$ cat src/design/fxmd_pkg.sv
// ----------------------------------------------------------------------------
// fxmd_pkg
// Shared constants, opcodes and pipeline types of the fixed-point
// multiply/divide unit.
// ----------------------------------------------------------------------------
package fxmd_pkg;

    // number format
    localparam int FRAC_BITS   = 16;
    localparam int GUARD_SHIFT = FRAC_BITS - 2;

    // quotient bits left after the overflow guard has passed
    localparam int QUOT_BITS      = 2 * FRAC_BITS - 2;
    localparam int BITS_PER_STAGE = 2;
    localparam int DIV_STAGES     = QUOT_BITS / BITS_PER_STAGE;

    // width of the dividend once shifted left by the fraction bits
    localparam int DIVIDEND_BITS = 32 + FRAC_BITS;
    localparam int REM_INIT_BITS = DIVIDEND_BITS - QUOT_BITS;

    // clamp values
    localparam logic [31:0] MOST_NEG = 32'h8000_0000;
    localparam logic [31:0] MOST_POS = 32'h7FFF_FFFF;

    // operation codes
    typedef enum logic
    {
        OP_MUL = 1'b0,
        OP_DIV = 1'b1
    } op_t;

    // payload that travels down the divider pipeline
    typedef struct packed
    {
        op_t                  op;
        logic                 neg;
        logic                 sat;
        logic [31:0]          mb;
        logic [31:0]          rem;
        logic [QUOT_BITS-1:0] dlo;
        logic [QUOT_BITS-1:0] quot;
        logic [31:0]          mul_res;
    } div_pipe_t;

endpackage

$ cat src/design/fxmd_div_stage.sv
// ----------------------------------------------------------------------------
// fxmd_div_stage
// One register stage of the restoring divider, retiring two quotient bits
// per transaction slot.
// ----------------------------------------------------------------------------
module fxmd_div_stage
    import fxmd_pkg::*;
(
    input  logic      clk,
    input  logic      rst_n,
    input  logic      en,
    input  logic      in_valid,
    input  div_pipe_t in_data,
    output logic      out_valid,
    output div_pipe_t out_data
);

    logic      valid_reg;
    div_pipe_t data_reg;
    div_pipe_t data_next;

    // two dependent shift/compare/subtract steps
    always_comb
    begin
        logic [32:0] trial;
        logic [31:0] rem;
        logic [QUOT_BITS-1:0] dlo;
        logic [QUOT_BITS-1:0] quot;
        data_next = in_data;
        rem  = in_data.rem;
        dlo  = in_data.dlo;
        quot = in_data.quot;
        for (int i = 0; i < BITS_PER_STAGE; i++)
        begin
            trial = {rem, dlo[QUOT_BITS-1]};
            dlo   = {dlo[QUOT_BITS-2:0], 1'b0};
            if (trial >= {1'b0, in_data.mb})
            begin
                rem  = 32'(trial - {1'b0, in_data.mb});
                quot = {quot[QUOT_BITS-2:0], 1'b1};
            end
            else
            begin
                rem  = trial[31:0];
                quot = {quot[QUOT_BITS-2:0], 1'b0};
            end
        end
        data_next.rem  = rem;
        data_next.dlo  = dlo;
        data_next.quot = quot;
    end

    // valid bit
    always_ff @(posedge clk or negedge rst_n)
    begin
        if (!rst_n)
        begin
            valid_reg <= 1'b0;
        end
        else if (en)
        begin
            valid_reg <= in_valid;
        end
    end

    // payload
    always_ff @(posedge clk)
    begin
        if (en)
        begin
            data_reg <= data_next;
        end
    end

    assign out_valid = valid_reg;
    assign out_data  = data_reg;

endmodule

$ cat config.mk
export PLATFORM = sky130hd
export DESIGN_NAME = fxmd_div_stage
export DESIGN_NICKNAME = d
export VERILOG_FILES = /design/src/design/fxmd_pkg.sv /design/src/design/fxmd_div_stage.sv
export SDC_FILE = /design/constraint.sdc
export NUM_CORES = 1
export LEC_CHECK = 0
export BUFFER_PORTS_ARGS = -buffer_cell sky130_fd_sc_hd__buf_2
export CAP_MARGIN = 20
export CORE_MARGIN = 2
export CORE_UTILIZATION = 30
export CTS_CLUSTER_SIZE = 25
export DETAILED_ROUTE_END_ITERATION = 7
export GPL_ROUTABILITY_DRIVEN = 0
export SYNTH_ARGS = -nofsm -noshare
export SYNTH_HDL_FRONTEND = slang
export SYNTH_SLANG_ARGS = --single-unit
export TNS_END_PERCENT = 1
$ cat constraint.sdc
create_clock -name clk -period 0.8 [get_ports clk]
set_input_delay 0.08 -clock clk [delete_from_list [all_inputs] [get_ports clk]]
set_output_delay 0.08 -clock clk [all_outputs]
set_load 0.01 [all_outputs]
==> results.cfg <==
[power_and_ir_drop]
max-vdd-ir-drop_mv = 1.461
power.internal_mw = 23.14
netSwitchingPower_mw = 11.15
p_leak_nw = 7.472
swShare_pct = 32.52
power_frac_comb_pct = 43.9
pwr-share-clk_pct = 24.2
p_seq_share_pct = 31.8
powerDensity_nw_per_um2 = 2077

[global_route]
grt_pass1_vias = 9305
grt_max_degree = 48
grt_pass1_wl_microns = 52280
grt_remaining_overflow = 0
antenna_found_initial = 1
grt_usage_pct = 20.92

[timing]
clock_skew_ns = 0
hold_viol = 0
fin_crit_sh_pct = 627.2
rsz0062_at_grt = yes
fin_crit_ns = 5.018
slew_headroom_pct = 65.43
maxSlewViolCount = 0
layout_setup_ws_ns = -4.218
setup_violations = 192
fmax_mhz = 199.3
tightest_slew_ns = 0.5131

[die]
coreArea_sq_um = 30590
ioPinCount = 323
row_count = 64
die_h_microns = 180.1
die_w_microns = 180.1
dieArea_sq_um = 32420
initial_core_util_pct = 30.40

[cts]
cts_max_level = 4
cts_max_path_buffers = 2
path_clk_slew_ns = 0.07
clock_latency_ns = 0.43
numCtsBuffers = 17
cts.sinks = 158
cts_tree = yes
clockRootBuffer = clkbuf_16

[outcome]
violations = setup timing
run_status = finished with violations

[logic_synthesis]
post-synth-top-count-cell = edfxtp_1
synth_top_flop_cell = edfxtp_1
yosysSeqAreaShare_pct = 50.97
syn_area_per_cell_sq_um = 12.12
synth_common_cells = edfxtp_1 (157), ha_1 (64), inv_1 (58)
synth_top_area_share_pct = 50.70
synth_edf_count = 157
syn_area_sq_um = 9299
synth-seq-cells = 158
synthTopCellsByArea = edfxtp_1 (51%), ha_1 (8.6%), mux2_4 (3.9%), xnor2_1 (3.1%), a21o_1 (3.1%)
synth_top_area_cell = edfxtp_1
synth-async-reset-ratio_pct = 0.6329
ys_types = 75
netlist_instances = 767
yosys_warnings = 0

[hold_path]
hold_class = in2reg
whs_path_depth = 2
hp-start = en
hold_path_end = out_data[109]$_DFFE_PP_

[worst_setup_path]
rr_worst_depth = 1
start_kind = primary input
endpoint_kind = flop
crit_fanout = 7
rr_startpoint = out_valid$_DFFE_PN0P_
required_ns = 0.99
r2r-end = out_valid$_DFFE_PN0P_
r2r_slack_ns = 0.05
crit_arrival_ns = 5.20
worstSetupPathType = in2reg

[placed_design]
io_buffers = 318
pre_cts_slack_ns = -4.907
dp_cells = 1753
place_hpwl_microns = 26470

[cells_and_area]
nets = 1759
final_cells = 1939
area_delta_synth_final_pct = 77.56
diodes = 0
fillers = 2641
layout-drive-gt1-share_pct = 52.50

[drt]
avgViaCountPerCell = 4.782
vias = 9273
ant_nets = 0
first_pass_iters = 5
drcViolationCount = 0
first_iter_violations = 590
wl_microns = 35640
wire_per_inst_microns = 18.38

[flow_run]
cap_violations = 0
==> layout by cell type, fill, tap and decap left out, types with 25 or more instances in the layout <==
cell           synthesis  routed
ha_1                  64      35
ha_4                   0      25
inv_1                 58      47
a21oi_1               56      44
dlygate4sd3_1          0     126
nand2_1               32      31
edfxtp_1             157     157
mux2_4                24      32
xnor2_1               33      33
buf_4                  2     292
a21o_1                38      38
buf_2                  6     305
==> what timing repair did <==
| action | in CTS | in global routing |
|---|---|---|
| cloned | 2 | 2 |
| setup endpoints to repair | 192 | 192 |
| hold buffers | 126 | 0 |
| gates resized for setup | 22 | 121 |
| setup buffers | 5 | 20 |
| hold endpoints to repair | 125 | 0 |
| pin swaps | 12 | 50 |
==> registers in the layout (all words and copies together), names as in the netlist <==
register / count
out_data: 157
out_valid: 1
==> through the flow <==
stage | power, mW | area, sq um | hold slack (ns) | setup TNS, ns | utilization [%]
final | 34.30 | 16510 | 0.04754 | -175.41 | 53.98
after CTS | 33.14 | 15680 | 0.02698 | -179.98 | 51.27
after global routing | 36.03 | 16510 | 0.02803 | -187.56 | 53.98
after detailed placement | 23.80 | 13680 | -0.1443 | -162.73 | 44.73
after global placement | 23.62 | 13680 | -0.1453 | -160.53 | 44.73
after floorplan | 18.03 | 9443 | -0.2156 | -147.42 | -
==> cells by family (layout without fill, tap and decap cells) <==
group,count (synthesis),count (layout),share of synthesized area (%)
AO/OA/AOI/OAI,212,212,15.88
XOR/XNOR,41,41,3.862
adder cells (fa/ha/maj),66,66,9.042
buffers and inverters,74,849,3.498
flip-flops,158,158,50.97
multiplexers,55,55,7.495
other,1,2,0.04033
AND/OR/NAND/NOR,160,160,9.217
==> worst max-delay path by stage <==
| stage | start | endpoint | cells past startpoint | slack (ns) |
|---|---|---|---|---|
| after floorplan | in_data[125] | out_data[100]$_DFFE_PP_ | 23 | -4.48 |
| after global placement | in_data[91] | out_data[102]$_DFFE_PP_ | 25 | -4.87 |
| after detailed placement | in_data[127] | out_data[105]$_DFFE_PP_ | 24 | -4.91 |
| after CTS | in_data[150] | out_data[93]$_DFFE_PP_ | 25 | -4.25 |
| after global routing | in_data[142] | out_data[122]$_DFFE_PP_ | 27 | -4.36 |
| final | in_data[134] | out_data[101]$_DFFE_PP_ | 24 | -4.22 |
==> layout make-up <==
type,instances,area [sq um],share of cell area (%)
Sequential cell,158,4740,28.71
Timing Repair Buffer,757,5502,33.32
Clock inverter,14,152.6,0.9245
Tap cell,396,495.5,3.001
Multi-Input combinational cell,536,4935,29.89
Timing Repair inverter,1,16.27,0.09851
Clock buffer,18,429.2,2.599
Inverter,59,241.5,1.463
==> per-layer routing <==
metal	up-vias	global-route usage [%]	routed length [microns]
met4	2	7.323	1165
met2	305	37.15	17810
li1	4472	-	-
met5	-	0	13
met1	4432	25.47	14780
met3	62	3.739	1865
==> worst max-delay path, stage by stage <==
cell       delay [ns]
buf_2            0.10
inv_2            0.05
ha_4             0.27
and4_4           0.25
nand4b_1         0.12
a21bo_1          0.24
o211ai_2         0.13
a2111oi_4        0.41
o211a_4          0.25
nor2_8           0.06
clkinv_8         0.10
mux2_4           0.33
ha_4             0.24
a21o_1           0.19
a21o_1           0.16
a21o_1           0.21
a211o_1          0.30
or4_4            0.55
nand2_4          0.09
a31oi_4          0.10
a2111oi_4        0.22
buf_6            0.23
clkbuf_16        0.19
mux2_4           0.29
==> power groups by stage <==
stage	Sequential, mW	Clock (mW)	Combinational, mW
after detailed placement	11.1	0	12.7
after floorplan	11.6	0	6.45
final	10.9	8.31	15.1
after global placement	11.1	0	12.5
after CTS	10.9	8.54	13.7
after global routing	11.0	8.85	16.2
Note: power is estimated with default switching activity, not from simulation.
